`config.mk`:
```
export PLATFORM = sky130hd
export DESIGN_NAME = json_top_level_member_finder
export DESIGN_NICKNAME = d
export VERILOG_FILES = /design/src/hw/rtl/jtmf_pkg.sv /design/src/hw/rtl/json_top_level_member_finder.sv /design/src/hw/rtl/jtmf_in_stage.sv /design/src/hw/rtl/jtmf_scan_core.sv /design/src/hw/rtl/jtmf_out_stage.sv
export SDC_FILE = /design/constraint.sdc
export NUM_CORES = 1
export LEC_CHECK = 0
export BUFFER_PORTS_ARGS = -buffer_cell sky130_fd_sc_hd__buf_2
export CORE_ASPECT_RATIO = 0.6
export CORE_MARGIN = 2
export CORE_UTILIZATION = 40
export CTS_CLUSTER_SIZE = 25
export DETAILED_ROUTE_END_ITERATION = 8
export HOLD_SLACK_MARGIN = 0.1
export PLACE_DENSITY = 0.65
export REMOVE_ABC_BUFFERS = 1
export SYNTH_ARGS = -nofsm -noshare
export SYNTH_HDL_FRONTEND = slang
export SYNTH_SLANG_ARGS = --single-unit
```
`constraint.sdc`:
```
create_clock -name clk -period 7.45 [get_ports clk]
set_input_delay 1.8625 -clock clk [delete_from_list [all_inputs] [get_ports clk]]
set_output_delay 1.8625 -clock clk [all_outputs]
set_load 0.03 [all_outputs]
```
`src/hw/rtl/jtmf_pkg.sv`:
```
// shared types and constants for the json top-level member finder
package jtmf_pkg;

  localparam int unsigned KEY_TEXT_W = 64;
  localparam int unsigned KEY_LEN_W  = 4;
  localparam int unsigned SPAN_W     = 12;
  localparam int unsigned CFG_IDX_W  = 1;

  localparam logic [CFG_IDX_W-1:0] CFG_KEY_TEXT   = 1'd0;
  localparam logic [CFG_IDX_W-1:0] CFG_KEY_LENGTH = 1'd1;

  localparam logic [7:0] CH_LBRACE = 8'h7b;
  localparam logic [7:0] CH_RBRACE = 8'h7d;
  localparam logic [7:0] CH_LBRACK = 8'h5b;
  localparam logic [7:0] CH_RBRACK = 8'h5d;
  localparam logic [7:0] CH_COMMA  = 8'h2c;
  localparam logic [7:0] CH_COLON  = 8'h3a;
  localparam logic [7:0] CH_QUOTE  = 8'h22;
  localparam logic [7:0] CH_BSLASH = 8'h5c;

  typedef struct packed {
    logic [7:0] data_byte;
    logic       last_byte;
  } jtmf_beat_t;

  typedef struct packed {
    logic              found;
    logic [SPAN_W-1:0] span_begin;
    logic [SPAN_W-1:0] span_end;
  } jtmf_result_t;

endpackage

```
`src/hw/rtl/json_top_level_member_finder.sv`:
```
// top level of the json top-level member finder
// Scans one JSON line per packet, one byte beat per cycle, and returns one result beat per
// line telling whether the top-level member with the configured key was found, with the
// offset of its key's opening quote and of the byte ending its value. A new byte is taken
// every cycle while the output is not stalled; a byte passes through an input register and
// the scan logic into the result register. The rate of one byte per cycle is set by the scan
// state registers, which are updated once per byte.
// Configure key_text and key_length only between lines.
module json_top_level_member_finder
  import jtmf_pkg::*;
#(
  parameter int unsigned LINE_BYTES = 4096,
  parameter int unsigned MAX_DEPTH  = 255,
  parameter int unsigned KEY_BYTES  = 8
) (
  input  logic                  clk,
  input  logic                  rst_n,
  input  logic                  cfg_we,
  input  logic [CFG_IDX_W-1:0]  cfg_index,
  input  logic [KEY_TEXT_W-1:0] cfg_data,
  input  logic                  in_valid,
  output logic                  in_ready,
  input  logic [7:0]            in_data_byte,
  input  logic                  in_last_byte,
  output logic                  out_valid,
  input  logic                  out_ready,
  output logic                  out_found,
  output logic [SPAN_W-1:0]     out_span_begin,
  output logic [SPAN_W-1:0]     out_span_end
);

  jtmf_beat_t   in_beat;
  jtmf_beat_t   beat;
  logic         beat_valid;
  logic         step;
  logic         res_valid;
  jtmf_result_t res;
  jtmf_result_t out_res;

  assign in_beat.data_byte = in_data_byte;
  assign in_beat.last_byte = in_last_byte;

  assign step = beat_valid && (!out_valid || out_ready);

  jtmf_in_stage u_in_stage (
    .clk        (clk),
    .rst_n      (rst_n),
    .in_valid   (in_valid),
    .in_ready   (in_ready),
    .in_beat    (in_beat),
    .advance    (step),
    .beat_valid (beat_valid),
    .beat       (beat)
  );

  jtmf_scan_core #(
    .LINE_BYTES (LINE_BYTES),
    .MAX_DEPTH  (MAX_DEPTH),
    .KEY_BYTES  (KEY_BYTES)
  ) u_scan_core (
    .clk       (clk),
    .rst_n     (rst_n),
    .cfg_we    (cfg_we),
    .cfg_index (cfg_index),
    .cfg_data  (cfg_data),
    .step      (step),
    .beat      (beat),
    .res_valid (res_valid),
    .res       (res)
  );

  jtmf_out_stage u_out_stage (
    .clk       (clk),
    .rst_n     (rst_n),
    .step      (step),
    .res_valid (res_valid),
    .res       (res),
    .out_valid (out_valid),
    .out_ready (out_ready),
    .out_res   (out_res)
  );

  assign out_found      = out_res.found;
  assign out_span_begin = out_res.span_begin;
  assign out_span_end   = out_res.span_end;

endmodule

```
`src/hw/rtl/jtmf_in_stage.sv`:
```
// input register stage holding one byte beat ahead of the scanner
module jtmf_in_stage
  import jtmf_pkg::*;
(
  input  logic       clk,
  input  logic       rst_n,
  input  logic       in_valid,
  output logic       in_ready,
  input  jtmf_beat_t in_beat,
  input  logic       advance,
  output logic       beat_valid,
  output jtmf_beat_t beat
);

  logic       valid_r;
  logic       valid_nxt;
  jtmf_beat_t beat_r;
  logic       take;

  assign in_ready = !valid_r || advance;
  assign take     = in_valid && in_ready;

  always_comb begin
    valid_nxt = valid_r && !advance;
    if (take) begin
      valid_nxt = 1'b1;
    end
  end

  always_ff @(posedge clk) begin
    if (!rst_n) begin
      valid_r <= 1'b0;
    end else begin
      valid_r <= valid_nxt;
    end
  end

  always_ff @(posedge clk) begin
    if (take) begin
      beat_r <= in_beat;
    end
  end

  assign beat_valid = valid_r;
  assign beat       = beat_r;

endmodule

```
`src/hw/rtl/jtmf_scan_core.sv`:
```
// line scan state, key compare and per-byte decision logic
module jtmf_scan_core
  import jtmf_pkg::*;
#(
  parameter int unsigned LINE_BYTES = 4096,
  parameter int unsigned MAX_DEPTH  = 255,
  parameter int unsigned KEY_BYTES  = 8
) (
  input  logic                  clk,
  input  logic                  rst_n,
  input  logic                  cfg_we,
  input  logic [CFG_IDX_W-1:0]  cfg_index,
  input  logic [KEY_TEXT_W-1:0] cfg_data,
  input  logic                  step,
  input  jtmf_beat_t            beat,
  output logic                  res_valid,
  output jtmf_result_t          res
);

  localparam int unsigned POS_W   = $clog2(LINE_BYTES + 1);
  localparam int unsigned DEPTH_W = $clog2(MAX_DEPTH + 1);

  localparam logic [2:0] PH_OPEN     = 3'd0;
  localparam logic [2:0] PH_MEMBER   = 3'd1;
  localparam logic [2:0] PH_KEY      = 3'd2;
  localparam logic [2:0] PH_KEY_ESC  = 3'd3;
  localparam logic [2:0] PH_COLON    = 3'd4;
  localparam logic [2:0] PH_VALUE    = 3'd5;
  localparam logic [2:0] PH_VSTR     = 3'd6;
  localparam logic [2:0] PH_VSTR_ESC = 3'd7;

  logic [KEY_TEXT_W-1:0] key_text_r;
  logic [KEY_LEN_W-1:0]  key_length_r;

  logic [2:0]           phase_r,     phase_nxt;
  logic [POS_W-1:0]     pos_r,       pos_nxt;
  logic [DEPTH_W-1:0]   depth_r,     depth_nxt;
  logic [POS_W-1:0]     key_start_r, key_start_nxt;
  logic [KEY_LEN_W-1:0] key_index_r, key_index_nxt;
  logic                 differs_r,   differs_nxt;
  logic                 outcome_r,   outcome_nxt;

  logic                 decided;
  logic                 hit;
  logic [POS_W-1:0]     end_pos;
  logic                 char_differs;
  logic [KEY_LEN_W-1:0] index_bumped;
  logic [7:0]           key_byte;
  logic [7:0]           c;
  logic [POS_W+SPAN_W-1:0] begin_ext;
  logic [POS_W+SPAN_W-1:0] end_ext;

  assign c        = beat.data_byte;
  assign key_byte = key_text_r[{key_index_r[2:0], 3'b000} +: 8];

  always_comb begin
    char_differs = 1'b0;
    if (key_index_r >= key_length_r || key_index_r >= KEY_LEN_W'(KEY_BYTES)) begin
      char_differs = 1'b1;
    end else if (key_byte != c) begin
      char_differs = 1'b1;
    end
    index_bumped = (key_index_r < {KEY_LEN_W{1'b1}}) ? key_index_r + 1'b1 : key_index_r;
  end

  always_comb begin
    phase_nxt     = phase_r;
    pos_nxt       = pos_r;
    depth_nxt     = depth_r;
    key_start_nxt = key_start_r;
    key_index_nxt = key_index_r;
    differs_nxt   = differs_r;
    decided       = 1'b0;
    hit           = 1'b0;
    end_pos       = '0;

    if (!outcome_r) begin
      if (pos_r >= POS_W'(LINE_BYTES)) begin
        decided = 1'b1;
      end else begin
        case (phase_r)
          PH_OPEN: begin
            if (c != CH_LBRACE) begin
              decided = 1'b1;
            end else begin
              phase_nxt = PH_MEMBER;
            end
          end
          PH_MEMBER: begin
            if (c != CH_QUOTE) begin
              decided = 1'b1;
            end else begin
              key_start_nxt = pos_r;
              key_index_nxt = '0;
              differs_nxt   = 1'b0;
              phase_nxt     = PH_KEY;
            end
          end
          PH_KEY: begin
            if (c == CH_QUOTE) begin
              if (key_index_r != key_length_r || key_length_r > KEY_LEN_W'(KEY_BYTES)) begin
                differs_nxt = 1'b1;
              end
              phase_nxt = PH_COLON;
            end else begin
              differs_nxt   = differs_r | char_differs;
              key_index_nxt = index_bumped;
              if (c == CH_BSLASH) begin
                phase_nxt = PH_KEY_ESC;
              end
            end
          end
          PH_KEY_ESC: begin
            differs_nxt   = differs_r | char_differs;
            key_index_nxt = index_bumped;
            phase_nxt     = PH_KEY;
          end
          PH_COLON: begin
            if (c != CH_COLON) begin
              decided = 1'b1;
            end else begin
              depth_nxt = '0;
              phase_nxt = PH_VALUE;
            end
          end
          PH_VALUE: begin
            if (c == CH_QUOTE) begin
              phase_nxt = PH_VSTR;
            end else if (c == CH_LBRACE || c == CH_LBRACK) begin
              if (depth_r >= DEPTH_W'(MAX_DEPTH)) begin
                decided = 1'b1;
              end else begin
                depth_nxt = depth_r + 1'b1;
              end
            end else if (c == CH_RBRACE || c == CH_RBRACK) begin
              if (depth_r == '0) begin
                decided = 1'b1;
                hit     = !differs_r;
                end_pos = pos_r;
              end else begin
                depth_nxt = depth_r - 1'b1;
              end
            end else if (c == CH_COMMA && depth_r == '0) begin
              if (!differs_r) begin
                decided = 1'b1;
                hit     = 1'b1;
                end_pos = pos_r;
              end else begin
                phase_nxt = PH_MEMBER;
              end
            end
          end
          PH_VSTR: begin
            if (c == CH_BSLASH) begin
              phase_nxt = PH_VSTR_ESC;
            end else if (c == CH_QUOTE) begin
              phase_nxt = PH_VALUE;
            end
          end
          PH_VSTR_ESC: begin
            phase_nxt = PH_VSTR;
          end
          default: begin
            decided = 1'b1;
          end
        endcase
      end
      if (beat.last_byte) begin
        decided = 1'b1;
      end
    end

    outcome_nxt = outcome_r | decided;
    if (pos_r < POS_W'(LINE_BYTES)) begin
      pos_nxt = pos_r + 1'b1;
    end

    // end of line returns all line state to its start
    if (beat.last_byte) begin
      phase_nxt     = PH_OPEN;
      pos_nxt       = '0;
      depth_nxt     = '0;
      key_start_nxt = '0;
      key_index_nxt = '0;
      differs_nxt   = 1'b0;
      outcome_nxt   = 1'b0;
    end
  end

  assign begin_ext = {{SPAN_W{1'b0}}, key_start_r};
  assign end_ext   = {{SPAN_W{1'b0}}, end_pos};

  assign res_valid      = step && decided;
  assign res.found      = hit;
  assign res.span_begin = hit ? begin_ext[SPAN_W-1:0] : '0;
  assign res.span_end   = hit ? end_ext[SPAN_W-1:0] : '0;

  always_ff @(posedge clk) begin
    if (!rst_n) begin
      key_text_r   <= '0;
      key_length_r <= '0;
    end else if (cfg_we) begin
      case (cfg_index)
        CFG_KEY_TEXT:   key_text_r   <= cfg_data;
        CFG_KEY_LENGTH: key_length_r <= cfg_data[KEY_LEN_W-1:0];
        default: begin
        end
      endcase
    end
  end

  always_ff @(posedge clk) begin
    if (!rst_n) begin
      phase_r     <= PH_OPEN;
      pos_r       <= '0;
      depth_r     <= '0;
      key_start_r <= '0;
      key_index_r <= '0;
      differs_r   <= 1'b0;
      outcome_r   <= 1'b0;
    end else if (step) begin
      phase_r     <= phase_nxt;
      pos_r       <= pos_nxt;
      depth_r     <= depth_nxt;
      key_start_r <= key_start_nxt;
      key_index_r <= key_index_nxt;
      differs_r   <= differs_nxt;
      outcome_r   <= outcome_nxt;
    end
  end

endmodule

```
`src/hw/rtl/jtmf_out_stage.sv`:
```
// result register holding one beat for the output channel
module jtmf_out_stage
  import jtmf_pkg::*;
(
  input  logic         clk,
  input  logic         rst_n,
  input  logic         step,
  input  logic         res_valid,
  input  jtmf_result_t res,
  output logic         out_valid,
  input  logic         out_ready,
  output jtmf_result_t out_res
);

  logic         valid_r;
  logic         valid_nxt;
  jtmf_result_t res_r;

  always_comb begin
    valid_nxt = valid_r && !out_ready;
    if (step) begin
      valid_nxt = res_valid;
    end
  end

  always_ff @(posedge clk) begin
    if (!rst_n) begin
      valid_r <= 1'b0;
    end else begin
      valid_r <= valid_nxt;
    end
  end

  always_ff @(posedge clk) begin
    if (step && res_valid) begin
      res_r <= res;
    end
  end

  assign out_valid = valid_r;
  assign out_res   = res_r;

endmodule

```
# Word-level counts from Yosys, hierarchy flattened
# Index checks and enable logic that the tools add are counted.
[totals]
reg_bits = 146
inputBits = 79
out_inout_bits = 27
wordCells = 180
[op_classes]
add_sub_neg = 4
n_lt_le_gt_ge = 7
eq_ne = 37
n_shift = 1
n_mux = 77
n_bitwise = 5
n_reduce_logical = 33
[ops]
columns = ["cell", "n"]
rows = [
  ["2-to-1 mux 12 bit", 9],
  ["2-to-1 mux 8 bit", 9],
  ["variable part select 64 x 7 -> 8 bit", 1],
  ["2-to-1 mux 3 bit", 15],
  ["== test 8 x 7 -> 1 bit, second input constant", 5],
  ["2-to-1 mux 1 bit", 31],
  ["2-to-1 mux 13 bit", 2],
  ["2-to-1 mux 4 bit", 6],
  ["one-hot mux 3 bit (8 select lines)", 1],
  ["!= test 4 x 2 -> 1 bit, second input constant", 5],
  ["== test 8 x 6 -> 1 bit, second input constant", 2],
  ["!= test 8 x 6 -> 1 bit, second input constant", 2],
  ["one-hot mux 8 bit (2 select lines)", 1],
  ["!= test 3 bit, second input constant", 5],
  ["adder 13 x 1 -> 13 bit, second input constant", 1],
  [">= comparator 13 bit, second input constant", 1],
  ["less-than comparator 13 bit, second input constant", 1],
  ["== test 3 bit, second input constant", 4],
  ["!= test 4 x 3 -> 1 bit, second input constant", 3],
  ["one-hot mux 4 bit (3 select lines)", 1],
  ["AND reduction 12 bit", 1],
  ["AND reduction 6 bit", 2],
  ["AND reduction 9 bit", 1],
  ["adder 8 x 1 -> 8 bit, second input constant", 1],
  ["29 further kinds", 54],
]

# Depth between registers and ports, before layout
[depth]
ltp_word = 12
ltp_mapped = 10
ltp_nobuf = 9

# Cells and area by module
# From an unflattened synthesis, not the netlist that was laid out.
[unflattened]
cells_unflattened = 748
area_unflattened_um2 = 6851.6
[modules_own_cells]
columns = ["module", "n_inst", "cells_each", "area_per_inst_um2", "seq_area_each_um2"]
rows = [
  ["jtmf_scan_core", 1, 703, 5718.0, 2202.1],
  ["jtmf_out_stage", 1, 29, 794.5, 770.7],
  ["jtmf_in_stage", 1, 14, 327.8, 290.3],
  ["json_top_level_member_finder", 1, 2, 11.3, 0.0],
]

# Worst setup path after synthesis
# OpenSTA, ideal clock, no wires.
[synth_timing]
kind = "input port to flip-flop"
startpoint = "input out_ready"
endpoint = "register u_out_stage.res_r, in the netlist u_out_stage.out_res[0] (enable)"
setup_time_ns = 0.470
arrival_time_ns = 4.602
required_time_ns = 6.980
setup_slack_ns = 2.377
stages = 3
n_path_buf = 0
cell_sequence = "nand2b_1 nand2_1 nor4_1"
[synth_between]
elab_chain_cells = 4
[synth_lines]
columns = ["element", "line_no", "source"]
rows = [
  ["start: declaration", "json_top_level_member_finder.sv:26", "input logic out_ready,"],
  ["logical OR 1 bit (*)", "json_top_level_member_finder.sv:43", "assign step = beat_valid && (!out_valid || out_ready);"],
  ["logical AND 1 bit (*)", "json_top_level_member_finder.sv:43", ""],
  ["logical AND 1 bit", "jtmf_scan_core.sv:193", "assign res_valid = step && decided;"],
  ["logical AND 1 bit (*)", "jtmf_out_stage.sv:35", "if (step && res_valid) begin"],
  ["end signal: assignment", "jtmf_out_stage.sv:36", "res_r <= res;"],
  ["end: declaration", "jtmf_out_stage.sv:17", "jtmf_result_t res_r;"],
]
# Mark *: on every way between the ends. The rest lies on a longest branch, timed or not.
# A chain may end at the register's enable or synchronous reset.

# Final worst setup path
[layout_timing]
startpoint = "input out_ready"
endpoint = "output in_ready"
[layout_between]
elab_chain_cells = 3
[layout_lines]
columns = ["element", "line_no", "source"]
rows = [
  ["logical OR 1 bit", "json_top_level_member_finder.sv:43", ""],
  ["logical AND 1 bit", "json_top_level_member_finder.sv:43", ""],
  ["logical OR 1 bit", "jtmf_in_stage.sv:20", "assign in_ready = !valid_r || advance;"],
  ["end: declaration", "json_top_level_member_finder.sv:22", "output logic in_ready,"],
]
# Every way passes these cells.

==> reports/qor.txt <==
part of the power in the clock network -> 45.4%
switching share of power -> 25.5%
via count -> 5534
layout overhead on the synthesized area -> 17.2%
Rel. slew slack -> 29.6%
CP Launch Point -> out_ready
Ys Warns -> 0
CTS Buf Count -> 17
number of buffers added on ports -> 105
CTS clk-pin slew, worst paths -> 0.06 ns
worst reg2reg startpoint -> u_scan_core.key_index_r[0]$_SDFFE_PN0P_
Die Span Y -> 107 um
Internal Power -> 0.00135 W
drt initial violations -> 474
final antenna-violating net count -> 0
main combinational cell family by area after synthesis -> simple AND/OR/NAND/NOR gates
clock tree buffer depth -> 2
Final Wtd Congestion -> 0.840
final number of setup-violating endpoints -> 0
post-synthesis compound-gate area fraction -> 15.9%
Core Box Area -> 17200 um2
Worst setup SP type -> primary input
fin crit period -> 4.24 ns
Post-synth EDFFs -> 34
Mapped Cells -> 742
largest net degree at the start of global routing -> 88
setup bufs post-CTS -> 0
DRC viols -> 0
type of the worst setup path -> in -> out
power share of the combinational group -> 7.3%
pwr/cell area -> 218 nW/um2
Req. time, crit path -> 5.59 ns
share of cells above drive strength 1 -> 20.6%
Rows -> 37
CTS tree -> built
vias per cell -> 5.16
antenna violations before repair -> 0
Synth Area in Simple Gates -> 22.3%
final WL -> 16.3 mm
hold_ws -> 0.458 ns
antenna cell count -> 0
status -> completed
initial core utilization -> 41.2%
ys flop type -> dfxtp_1
WP data arrival -> 2.38 ns
CP endpoint kind -> output port
Synth Area in XOR/XNOR -> 2.35%
Hold Path Depth -> 2
number of global-route vias before repair -> 5164
worst slack, placed -> 3.21 ns
Unique masters post-synth -> 69
Max VDD drop -> 0.170 mV
post-layout util -> 48.2%
mux contribution to synthesized area -> 6.78%
Final Hold Viols -> 0
Cell Area, Synth -> 7090 um2
clk_lat worst skew -> 0.42 ns
Clock H-tree levels -> 4
Lkg Pwr -> 3.09 nW
Max-Cap Viols -> 0
HPWL after DPL -> 11.2 mm
Post-Synth Adder-Cell Area -> 2.75%
Layout Skew -> 0.0103 ns
WL/cell -> 15.2 um
num ports -> 106
Hold Path Class -> reg -> reg
cells on worst reg2reg path -> 8
Pre-antenna DRT Iters -> 5
clock sinks -> 146
Total GRT Usage -> 18.0%
RSZ-0062 raised after global routing -> no
Final WS setup -> 3.21 ns
nets -> 920
Pwr Total -> 0.00181 W
P_sw -> 0.000460 W
reg2reg setup slack -> 4.34 ns
syn avg cell area -> 9.55 um2
ys async rst share -> 0%
Max Transition Viols Final -> 0
gr ovfl total -> 0
die width -> 176 um
sequential area share after synthesis -> 46.0%
CP endpoint -> in_ready
Resize count post-CTS -> 0
Fin Setup TNS -> 0 ns
worst-margin pin slew -> 1.05 ns
synthesis-stage register bit count -> 146
Die ar. -> 18800 um2
CTS Root Cell -> clkbuf_16
CTS Hold Bufs -> 0
sequential power share -> 47.3%
CP Max Fanout -> 2
first-pass GRT wire length -> 26.6 mm
Peak Freq -> 236 MHz
FF-to-FF End -> u_scan_core.differs_r$_SDFFE_PN0P_
fin crit share -> 56.9%
[routing by layer]
layer	up-vias	wire (um)	GRT usage, %
met1	2597	9050	28.5
met3	8	807	4.01
met4	0	104	4.60
li1	2797	-	-
met5	-	0	0
met2	132	6360	24.1
[Yosys cell counts, types with 3 or more instances]
cell type / n / area (um2)
nand2_1: 170 / 638
dfxtp_1: 112 / 2240
a21boi_0: 84 / 631
edfxtp_1: 34 / 1020
clkbuf_1: 31 / 116
and2_1: 27 / 169
nand3_1: 22 / 110
nand4_1: 19 / 119
o21ai_0: 19 / 95.1
a21oi_1: 16 / 80.1
mux4_2: 16 / 360
nor2_1: 15 / 56.3
nor2b_1: 15 / 93.8
xor2_1: 15 / 131
ha_1: 14 / 175
inv_1: 13 / 48.8
mux2i_1: 12 / 120
and3_1: 7 / 43.8
buf_2: 6 / 30.0
or3_1: 6 / 37.5
a22oi_1: 5 / 37.5
nor3_1: 5 / 25.0
nand2b_1: 4 / 25.0
nor4_1: 4 / 25.0
nor4b_1: 4 / 35.0
o2111ai_1: 4 / 35.0
xnor2_1: 4 / 35.0
and4_1: 3 / 26.3
o211ai_1: 3 / 22.5
or4b_4: 3 / 41.3
[sequential cells by signal (all words and copies together), names as in the netlist, 3 cells and up]
name                      count
u_scan_core.key_text_r       64
u_out_stage.out_res          25
u_scan_core.pos_r            13
u_scan_core.key_start_r      12
u_in_stage.beat               9
u_scan_core.depth_r           8
u_scan_core.key_index_r       4
u_scan_core.key_length_r      4
u_scan_core.phase_r           3
[area by class of cell]
cell class                 count  area, um2
multi-input combinational    536       3560
fill                        1645       8920
inverter                      15       56.3
clock buffer                  19        454
timing repair buffer         110        563
sequential                   146       3260
tap                          234        293
clock inverter                13        111
[power by group through the flow]
stage / clock network, W / registers (W) / logic (W)
floorplan: 0 / 0.000881 / 0.0000634
global placement: 0 / 0.000872 / 0.000130
detailed placement: 0 / 0.000872 / 0.000132
CTS: 0.000835 / 0.000854 / 0.000133
global route: 0.000866 / 0.000858 / 0.000146
finish: 0.000820 / 0.000855 / 0.000132
[logic make-up (layout without fill, tap and decap cells)]
kind of cell | Yosys count | count (layout)
multiplexers | 28 | 28
buffers and inverters | 60 | 157
AO/OA/AOI/OAI | 156 | 156
flip-flops | 146 | 146
AND/OR/NAND/NOR | 318 | 318
XOR/XNOR | 19 | 19
adder cells (fa/ha/maj) | 15 | 15
[worst max-delay path: stages]
cell	delay, ns
buf_2	0.10
nor2b_1	0.14
nand2_1	0.08
buf_2	0.19
[stage by stage]
step | instance area (um2) | cells
6_report | 8300 | 1073
5_1_grt | 8300 | 1073
4_1_cts | 8300 | 1073
3_5_place_dp | 7740 | 1041
3_3_place_gp | 7740 | 1041
2_1_floorplan | 6870 | 697
[layout by cell type, fill, tap and decap left out, types with 6 or more instances in the layout]
master,netlist,routed
nor2_1,15,15
mux4_2,16,16
and2_1,27,27
nor2b_1,15,14
and3_1,7,7
edfxtp_1,34,34
inv_1,13,13
or3_1,6,6
nand2_1,170,170
dfxtp_1,112,112
ha_1,14,14
a21oi_1,16,16
o21ai_0,19,17
clkbuf_16,0,18
buf_2,6,105
xor2_1,15,15
a21boi_0,84,84
nand3_1,22,22
nand4_1,19,19
mux2i_1,12,12
[how the worst min path moves through the flow]
stage                                             startpoint                                       end  slack [ns]
finish               u_scan_core.key_start_r[3]$_SDFFE_PN0P_   u_scan_core.key_start_r[3]$_SDFFE_PN0P_        0.46
global route          u_scan_core.key_text_r[9]$_SDFFE_PN0P_    u_scan_core.key_text_r[9]$_SDFFE_PN0P_        0.48
CTS                 u_scan_core.key_start_r[11]$_SDFFE_PN0P_  u_scan_core.key_start_r[11]$_SDFFE_PN0P_        0.46
detailed placement   u_scan_core.key_start_r[5]$_SDFFE_PN0P_   u_scan_core.key_start_r[5]$_SDFFE_PN0P_        0.45
global placement    u_scan_core.key_start_r[10]$_SDFFE_PN0P_  u_scan_core.key_start_r[10]$_SDFFE_PN0P_        0.45
floorplan            u_scan_core.key_start_r[0]$_SDFFE_PN0P_   u_scan_core.key_start_r[0]$_SDFFE_PN0P_        0.44
Power figures use the tool's default switching activity.
